### src/memory_region_table_assert.svh
// Assertion macros for the memory region table.
// No dependencies; included by modules that carry assertions.
`ifndef MEMORY_REGION_TABLE_ASSERT_SVH
`define MEMORY_REGION_TABLE_ASSERT_SVH

// same-cycle implication
`define MRT_ASSERT_NOW(label, clk, rst, ante, cons) \
  label: assert property (@(posedge clk) disable iff (rst) (ante) |-> (cons)) \
    else $error("memory region table assertion failed");

// next-cycle implication
`define MRT_ASSERT_NEXT(label, clk, rst, ante, cons) \
  label: assert property (@(posedge clk) disable iff (rst) (ante) |=> (cons)) \
    else $error("memory region table assertion failed");

`endif

### src/mrt_pkg.sv
// Shared types, codes and helpers of the memory region table.
// No dependencies.
package mrt_pkg;

  localparam int ADDR_W = 64;
  localparam int ID_W   = 32;
  localparam int CFG_W  = 19;
  localparam int OFF_W  = 16;

  typedef enum logic [1:0] {
    OP_ADD_AUTO = 2'd0,
    OP_ADD_ID   = 2'd1,
    OP_REMOVE   = 2'd2,
    OP_CHECK    = 2'd3
  } op_t;

  typedef enum logic [1:0] {
    ST_OK       = 2'd0,
    ST_BAD_ARGS = 2'd1,
    ST_BAD_ID   = 2'd2,
    ST_FULL     = 2'd3
  } status_t;

  typedef struct packed {
    op_t               operation;
    logic [ADDR_W-1:0] phys_base;
    logic [ADDR_W-1:0] region_len;
    logic [ID_W-1:0]   region_tag;
    logic [ADDR_W-1:0] buf_offset;
    logic [ADDR_W-1:0] buf_length;
    logic [ADDR_W-1:0] valid_start;
    logic [ADDR_W-1:0] valid_len;
  } req_t;

  typedef struct packed {
    status_t         status;
    logic [ID_W-1:0] assigned_id;
    logic            in_bounds;
  } rsp_t;

  // exact a + b <= c
  function automatic logic sum_le(logic [ADDR_W-1:0] a, logic [ADDR_W-1:0] b,
                                  logic [ADDR_W-1:0] c);
    logic [ADDR_W:0] s;
    s = {1'b0, a} + {1'b0, b};
    return s <= {1'b0, c};
  endfunction

endpackage

### src/mrt_req_if.sv
// Request channel of the memory region table.
// Depends on mrt_pkg.
interface mrt_req_if import mrt_pkg::*; ();
  logic valid;
  logic ready;
  req_t payload;

  modport source (output valid, output payload, input ready);
  modport sink (input valid, input payload, output ready);
endinterface

### src/mrt_rsp_if.sv
// Response channel of the memory region table.
// Depends on mrt_pkg.
interface mrt_rsp_if import mrt_pkg::*; ();
  logic valid;
  logic ready;
  rsp_t payload;

  modport source (output valid, output payload, input ready);
  modport sink (input valid, input payload, output ready);
endinterface

### src/memory_region_table.sv
// Memory region table: one request at a time, one response per request.
// Add with assigned id: an overlap scan over every slot through the region RAM read
// port, then a probe for a free id (at most 2**clog2(POOL_SLOTS) ids are tried).
// Add with id, remove: no scan; bounds check: region length from the RAM read.
// Synchronous reset clears slot valid bits, count, probe offset and id_base;
// no clearing pass. Depends on mrt_pkg, mrt_req_if, mrt_rsp_if, mrt_ram.
`include "memory_region_table_assert.svh"

module memory_region_table import mrt_pkg::*; #(
  parameter int POOL_SLOTS = 16
) (
  input  logic             clk,
  input  logic             rst,
  input  logic             cfg_we,
  input  logic [CFG_W-1:0] cfg_wdata,
  mrt_req_if.sink          req,
  mrt_rsp_if.source        rsp
);
  localparam int IW = $clog2(POOL_SLOTS);
  localparam int CW = $clog2(POOL_SLOTS + 1);
  localparam int TW = IW + 1;
  localparam logic [ID_W-1:0] ID_MASK   = ID_W'(POOL_SLOTS - 1);
  localparam logic [CW-1:0]   SLOTS     = CW'(POOL_SLOTS);
  localparam logic [TW-1:0]   TRY_LIMIT = TW'(2 ** IW);

  typedef enum logic [2:0] {
    S_IDLE, S_EXEC, S_SCAN, S_PROBE, S_CHECK, S_DONE
  } state_t;

  state_t                state;
  req_t                  req_q;
  logic [CFG_W-1:0]      id_base;
  logic [POOL_SLOTS-1:0] used;
  logic [CW-1:0]         count;
  logic [OFF_W-1:0]      probe_off;
  logic [CW-1:0]         cnt;
  logic                  rd_used;
  logic                  reject;
  logic [ID_W-1:0]       pbase;
  logic [OFF_W-1:0]      trial;
  logic [TW-1:0]         tries;
  status_t               res_status;
  logic [ID_W-1:0]       res_assigned;
  logic                  res_inb;

  logic [IW-1:0]           idx;
  logic [IW-1:0]           probe_idx;
  logic [ID_W-1:0]         probe_id;
  logic [2*ADDR_W-1:0]     rdata;
  logic [ADDR_W-1:0]       rd_base;
  logic [ADDR_W-1:0]       rd_len;
  logic                    hit;
  logic                    ram_we;
  logic [IW-1:0]           ram_waddr;
  logic [IW-1:0]           ram_raddr;
  logic                    probe_free;

  assign idx       = IW'(req_q.region_tag & ID_MASK);
  assign probe_id  = pbase + {{(ID_W-OFF_W){1'b0}}, trial};
  assign probe_idx = IW'(probe_id & ID_MASK);
  assign rd_base   = rdata[2*ADDR_W-1:ADDR_W];
  assign rd_len    = rdata[ADDR_W-1:0];
  assign probe_free = (tries != TRY_LIMIT) && !used[probe_idx];

  assign hit = rd_used && ((rd_base == req_q.phys_base) ||
               !(sum_le(req_q.phys_base, req_q.region_len, rd_base) ||
                 sum_le(rd_base, rd_len, req_q.phys_base)));

  always_comb begin
    ram_we    = 1'b0;
    ram_waddr = idx;
    if (state == S_EXEC && req_q.operation == OP_ADD_ID && count < SLOTS && !used[idx]) begin
      ram_we = 1'b1;
    end else if (state == S_PROBE && probe_free) begin
      ram_we    = 1'b1;
      ram_waddr = probe_idx;
    end
  end

  assign ram_raddr = (state == S_SCAN) ? cnt[IW-1:0] : idx;
  assign req.ready = (state == S_IDLE);

  mrt_ram #(.WIDTH(2 * ADDR_W), .DEPTH(POOL_SLOTS)) u_region_ram (
    .clk   (clk),
    .we    (ram_we),
    .waddr (ram_waddr),
    .wdata ({req_q.phys_base, req_q.region_len}),
    .raddr (ram_raddr),
    .rdata (rdata)
  );

  always_ff @(posedge clk) begin
    if (rst) begin
      state     <= S_IDLE;
      id_base   <= '0;
      used      <= '0;
      count     <= '0;
      probe_off <= '0;
      rsp.valid <= 1'b0;
    end else begin
      if (cfg_we) begin
        id_base <= cfg_wdata;
      end
      if (rsp.valid && rsp.ready && state != S_DONE) begin
        rsp.valid <= 1'b0;
      end
      unique case (state)
        S_IDLE: begin
          if (req.valid) begin
            req_q <= req.payload;
            state <= S_EXEC;
          end
        end
        S_EXEC: begin
          res_assigned <= '0;
          res_inb      <= 1'b0;
          unique case (req_q.operation)
            OP_ADD_AUTO: begin
              res_status <= ST_OK;
              cnt        <= '0;
              rd_used    <= 1'b0;
              reject     <= 1'b0;
              state      <= S_SCAN;
            end
            OP_ADD_ID: begin
              state <= S_DONE;
              if (count >= SLOTS) begin
                res_status <= ST_FULL;
              end else if (used[idx]) begin
                res_status <= ST_BAD_ID;
              end else begin
                res_status <= ST_OK;
                used[idx]  <= 1'b1;
                count      <= count + CW'(1);
              end
            end
            OP_REMOVE: begin
              state <= S_DONE;
              if (!used[idx]) begin
                res_status <= ST_BAD_ID;
              end else begin
                res_status <= ST_OK;
                used[idx]  <= 1'b0;
                count      <= count - CW'(1);
              end
            end
            OP_CHECK: begin
              if (!used[idx]) begin
                res_status <= ST_BAD_ID;
                state      <= S_DONE;
              end else begin
                res_status <= ST_OK;
                state      <= S_CHECK;
              end
            end
          endcase
        end
        S_CHECK: begin
          res_inb <= sum_le(req_q.buf_length, req_q.buf_offset, rd_len) &&
                     sum_le(req_q.valid_start, req_q.valid_len, req_q.buf_length);
          state   <= S_DONE;
        end
        S_SCAN: begin
          rd_used <= (cnt < SLOTS) && used[cnt[IW-1:0]];
          cnt     <= cnt + CW'(1);
          if (hit) begin
            reject <= 1'b1;
          end
          if (cnt == SLOTS) begin
            if (reject || hit) begin
              res_status <= ST_BAD_ARGS;
              state      <= S_DONE;
            end else if (count >= SLOTS) begin
              res_status <= ST_FULL;
              state      <= S_DONE;
            end else begin
              pbase <= ID_W'(id_base) + ID_W'(count) + ID_W'(1);
              trial <= probe_off;
              tries <= '0;
              state <= S_PROBE;
            end
          end
        end
        S_PROBE: begin
          if (tries == TRY_LIMIT) begin
            res_status <= ST_FULL;
            state      <= S_DONE;
          end else if (probe_free) begin
            probe_off       <= trial;
            used[probe_idx] <= 1'b1;
            count           <= count + CW'(1);
            res_assigned    <= probe_id;
            state           <= S_DONE;
          end else begin
            trial <= trial + OFF_W'(1);
            tries <= tries + TW'(1);
          end
        end
        S_DONE: begin
          if (!rsp.valid || rsp.ready) begin
            rsp.valid               <= 1'b1;
            rsp.payload.status      <= res_status;
            rsp.payload.assigned_id <= res_assigned;
            rsp.payload.in_bounds   <= res_inb;
            state                   <= S_IDLE;
          end
        end
        default: state <= S_IDLE;
      endcase
    end
  end

  `MRT_ASSERT_NOW(a_count_bound, clk, rst, 1'b1, count <= SLOTS)
  `MRT_ASSERT_NOW(a_count_matches, clk, rst, 1'b1, $countones(used) == int'(count))
  `MRT_ASSERT_NOW(a_fail_clean, clk, rst, rsp.valid && rsp.payload.status != ST_OK,
                  rsp.payload.assigned_id == '0 && !rsp.payload.in_bounds)
  `MRT_ASSERT_NEXT(a_done_emits, clk, rst, state == S_DONE && (!rsp.valid || rsp.ready),
                   rsp.valid && state == S_IDLE)

endmodule

### src/mrt_ram.sv
// Generic single-write, single-read RAM with registered read data.
// No dependencies.
module mrt_ram #(
  parameter int WIDTH = 8,
  parameter int DEPTH = 16
) (
  input  logic                     clk,
  input  logic                     we,
  input  logic [$clog2(DEPTH)-1:0] waddr,
  input  logic [WIDTH-1:0]         wdata,
  input  logic [$clog2(DEPTH)-1:0] raddr,
  output logic [WIDTH-1:0]         rdata
);
  logic [WIDTH-1:0] mem [DEPTH];

  always_ff @(posedge clk) begin
    if (we) begin
      mem[waddr] <= wdata;
    end
    rdata <= mem[raddr];
  end
endmodule
### src/flat_wrapper.sv
// flat-port wrapper written by rule: the top's interface ports become plain ports
module memory_region_table_flat import mrt_pkg::*;
#(
  parameter int POOL_SLOTS = 16
)
  (clk, rst, cfg_we, cfg_wdata, req_valid, req_payload, req_ready, rsp_valid, rsp_payload, rsp_ready);
  mrt_req_if req_i ();
  mrt_rsp_if rsp_i ();
  input  logic clk;
  input  logic rst;
  input  logic cfg_we;
  input  logic [CFG_W-1:0] cfg_wdata;
  input wire logic [$bits(req_i.valid)-1:0] req_valid;
  input wire logic [$bits(req_i.payload)-1:0] req_payload;
  output wire logic [$bits(req_i.ready)-1:0] req_ready;
  output wire logic [$bits(rsp_i.valid)-1:0] rsp_valid;
  output wire logic [$bits(rsp_i.payload)-1:0] rsp_payload;
  input wire logic [$bits(rsp_i.ready)-1:0] rsp_ready;
  assign req_i.valid = req_valid;
  assign req_i.payload = req_payload;
  assign req_ready = req_i.ready;
  assign rsp_valid = rsp_i.valid;
  assign rsp_payload = rsp_i.payload;
  assign rsp_i.ready = rsp_ready;
  memory_region_table #(.POOL_SLOTS(POOL_SLOTS)) u_core (.clk(clk), .rst(rst), .cfg_we(cfg_we), .cfg_wdata(cfg_wdata), .req(req_i), .rsp(rsp_i));
endmodule
### config.mk
export PLATFORM = sky130hd
export DESIGN_NAME = memory_region_table_flat
export DESIGN_NICKNAME = d
export VERILOG_FILES = /design/src/mrt_pkg.sv /design/src/mrt_req_if.sv /design/src/mrt_rsp_if.sv /design/src/memory_region_table.sv /design/src/mrt_ram.sv /design/src/flat_wrapper.sv
export VERILOG_INCLUDE_DIRS = /design/src /design/src/src
export SDC_FILE = /design/constraint.sdc
export NUM_CORES = 2
export LEC_CHECK = 0
export ABC_AREA = 1
export BUFFER_PORTS_ARGS = -buffer_cell sky130_fd_sc_hd__buf_2
export CAP_MARGIN = 10
export CORE_ASPECT_RATIO = 1.2
export CORE_UTILIZATION = 60
export CTS_BUF_LIST = sky130_fd_sc_hd__clkbuf_8
export DETAILED_ROUTE_END_ITERATION = 12
export HOLD_SLACK_MARGIN = 0.15
export PLACE_DENSITY = 0.87
export SLEW_MARGIN = 20
export SYNTH_ARGS = -nofsm -noshare
export SYNTH_HDL_FRONTEND = slang
export SYNTH_SLANG_ARGS = --single-unit
### constraint.sdc
create_clock -name clk -period 68.6 [get_ports clk]
set_clock_uncertainty 0.15 [all_clocks]
set_input_delay 13.72 -clock clk [delete_from_list [all_inputs] [get_ports clk]]
set_output_delay 13.72 -clock clk [all_outputs]
set_load 0.02 [all_outputs]
==> flow_summary.json <==
{
  "drt_drc_violations_left": 0,
  "power_frac_clock": 0.322,
  "wl_per_cell_um": 27.10,
  "nets": 12542,
  "die_w_um": 418.1,
  "clk_pin_slew_ps": 60,
  "hold_buffers": 0,
  "cts_resized": 0,
  "antenna_found_initial": 24,
  "synth_edf_count": 2537,
  "startpoint_type": "input pin",
  "synth_cell_types": 75,
  "status": "complete, no violations",
  "netlist_area_um2": 124700,
  "min_path_type": "reg2reg",
  "boundaryPins": 479,
  "holdPathStages": 0,
  "cts_buffers": 408,
  "clk_latency_ps": 1160,
  "power_frac_seq": 0.489,
  "post-cts-setup-buffers": 0,
  "gp_congestion": 1.038,
  "cts_tree": "built",
  "coreArea_um2": 205600,
  "synth.top_cell.area_share": 0.6110,
  "r2r_slack_ps": 61350,
  "synth_seq_cells": 2725,
  "row_count": 182,
  "routed_wl_um": 397100,
  "setup_violations": 0,
  "fmax_mhz": 58.78,
  "final.setup.tns_ps": 0,
  "async_reset_ff_frac": 0,
  "path_class": "in2reg",
  "grt_setup_unrepaired": "false",
  "clock_sinks": 2725,
  "grt_usage": 0.3689,
  "cts-root-buf": "clkbuf_8",
  "final_hold_viol_count": 0,
  "yosysWarnings": 0,
  "syn2layout_area_growth_pct": 10.53,
  "ant_nets": 0,
  "period_share": 0.2480,
  "worst_slew_pin_slew_ps": 1272,
  "dr.pass1.iters": 7,
  "grt_max_degree": 199,
  "fin_util": 0.6702,
  "reg2reg_depth": 27,
  "whs_ps": 269.8,
  "worstPathMaxFanout": 175,
  "grt_pass1_vias": 92069,
  "intPower_uw": 2767,
  "slew_headroom": 0.1427,
  "seq_area_frac_synth": 0.6412,
  "combPwrFrac": 0.189,
  "port_buffers": 440,
  "synthCells": 10986,
  "crit_required_ps": 69130,
  "cts-htree-levels": 5,
  "vias": 94498,
  "worstReg2RegStart": "u_core.req_q[289]",
  "grt-ovfl-total": 0,
  "yosysTopAreaCell": "edfxtp_1",
  "min_from": "u_core.res_assigned[16]",
  "maxCapViolations": 0,
  "r2r-end": "u_core.trial[4]",
  "p_per_area_nw_per_um2": 28.82,
  "via_per_inst": 6.450,
  "yosys-top-cells-area": "edfxtp_1, o21ai_0, ha_1",
  "die_area_um2": 209600,
  "drtIter0Drc": 13814,
  "swShare": 0.3033,
  "cts_buffer_depth": 4,
  "grt_first_pass_wirelength_um": 569600,
  "final_max_slew_viol_count": 0,
  "hpwl_um": 254100,
  "p_leak_uw": 0.05036,
  "die_h_um": 501.4,
  "cp-end-kind": "register",
  "power.net_switching_uw": 1205,
  "critPathArrivalTime_ps": 17540,
  "syn_avg_cell_area_um2": 11.35,
  "synthFlopType": "edfxtp_1",
  "hold_path_end": "u_core.rsp.payload[17]",
  "period_needed_ps": 17010,
  "start_util": 0.6063,
  "drive_gt1_frac": 0.1064,
  "max-vdd-ir-drop_mv": 0.02027
}
## placed cells by master (no fill, tap or decap), types with 12 or more instances in the layout
cell,synthesis,final
a211oi_1,17,16
a211oi_2,15,16
a21boi_0,12,12
a21o_1,20,20
a21oi_1,592,592
a221oi_1,19,19
a31oi_1,101,101
buf_12,0,12
buf_2,128,440
buf_4,19,153
bufinv_16,0,16
clkbuf_8,0,444
clkinv_1,1,59
clkinv_2,0,36
dfxtp_1,188,188
diode_2,0,22
edfxtp_1,2537,2537
ha_1,545,545
inv_1,830,979
nand2_1,791,791
nand3_1,142,142
nand4_1,73,73
nor2_1,1731,1714
nor2_4,4,20
nor3_1,45,43
nor4_1,44,42
o211ai_1,76,76
o21a_1,39,39
o21ai_0,1539,1537
o21ai_1,37,37
o21ai_2,18,17
o21bai_1,18,18
o221ai_1,98,98
o22ai_1,516,516
o31ai_1,12,12
xnor2_1,105,105
xor2_1,220,220
## per-layer routing
metal,vias up,part of all wire,wire length [um],global-route usage
li1,41115,-,-,-
met1,44731,0.34,135500,0.4520
met2,7163,0.46,182800,0.5895
met3,1475,0.12,47610,0.07287
met4,14,0.078,31090,0.2575
met5,-,0.00026,102,0
## how the worst max path moves through the flow
stage / slack, ps / to / start / cells past startpoint
3_5_place_dp: 50610 / u_core.req_q[393] / rst / 6
5_1_grt: 51450 / u_core.req_q[409] / rst / 6
6_report: 51590 / u_core.req_q[409] / rst / 6
2_1_floorplan: 15630 / u_core.idx[0] / rst / 2
3_3_place_gp: 50780 / u_core.req_q[373] / rst / 6
4_1_cts: 51770 / u_core.req_q[409] / rst / 6
## worst max-delay path: stages
cell and delay [ps]:
buf_2 350, nor4_2 340, buf_4 510, buf_4 720, buf_4 810, buf_12 680
## sequential cells by signal, summed over array words and instances, names as in the netlist, named ones only
| signal | count |
|---|---|
| u_core.tries | 5 |
| u_core.rsp.payload | 25 |
| u_core.res_status | 2 |
| u_core.count | 5 |
| u_core.u_region_ram.rdata | 128 |
| u_core.res_inb | 1 |
| u_core.u_region_ram.mem | 2048 |
| u_core.trial | 16 |
| u_core.probe_off | 16 |
| u_core.idx | 4 |
| u_core.res_assigned | 22 |
| u_core.state | 3 |
| u_core.cnt | 5 |
| u_core.req_q | 386 |
| u_core.rd_used | 1 |
| u_core.id_base | 19 |
| u_core.reject | 1 |
| u_core.rsp.valid | 1 |
| u_core.pbase | 21 |
## Yosys cell counts (15+ instances only)
library cell / instances
a211oi_1: 17
a211oi_2: 15
a21o_1: 20
a21oi_1: 592
a221oi_1: 19
a31oi_1: 101
buf_2: 128
buf_4: 19
clkbuf_1: 306
dfxtp_1: 188
edfxtp_1: 2537
ha_1: 545
inv_1: 830
nand2_1: 791
nand3_1: 142
nand4_1: 73
nor2_1: 1731
nor3_1: 45
nor4_1: 44
o211ai_1: 76
o21a_1: 39
o21ai_0: 1539
o21ai_1: 37
o21ai_2: 18
o21bai_1: 18
o221ai_1: 98
o22ai_1: 516
xnor2_1: 105
xor2_1: 220
## logic make-up (layout without fill, tap and decap cells)
kind of cell | after synthesis | after routing | synth area share
AO/OA/AOI/OAI | 3189 | 3189 | 0.1453
XOR/XNOR | 326 | 326 | 0.02296
adder cells (fa/ha/maj) | 551 | 551 | 0.05566
buffers and inverters | 1307 | 2179 | 0.04143
flip-flops | 2725 | 2725 | 0.6412
other | 1 | 33 | 0.00003008
AND/OR/NAND/NOR | 2887 | 2887 | 0.09343
## layout make-up
| cell class | instances | area, um^2 |
|---|---|---|
| Antenna cell | 22 | 55.05 |
| Clock buffer | 444 | 6111 |
| Clock inverter | 285 | 1648 |
| Fill cell | 14048 | 67830 |
| Inverter | 845 | 3202 |
| Multi-Input combinational cell | 6964 | 39800 |
| Sequential cell | 2725 | 79950 |
| Tap cell | 2760 | 3453 |
| Timing Repair Buffer | 605 | 3591 |
## power by group through the flow
| stage | registers, uW | clock network [uW] | logic (uW) |
|---|---|---|---|
| 2_1_floorplan | 1950 | 0 | 497 |
| 6_report | 1940 | 1280 | 751 |
| 5_1_grt | 1940 | 1350 | 822 |
| 3_3_place_gp | 1970 | 0 | 703 |
| 3_5_place_dp | 1970 | 0 | 726 |
| 4_1_cts | 1940 | 1280 | 735 |
## through the flow
step	cells	setup WS (ps)	power (uW)	cell area, um^2
5_1_grt	14635	51450	4109	137800
6_report	14650	51590	3971	137800
3_3_place_gp	13898	50780	2672	130000
3_5_place_dp	13898	50610	2695	130000
2_1_floorplan	10996	15630	2450	124700
4_1_cts	14627	51770	3952	137700
Note: power is estimated with default switching activity, not from simulation.
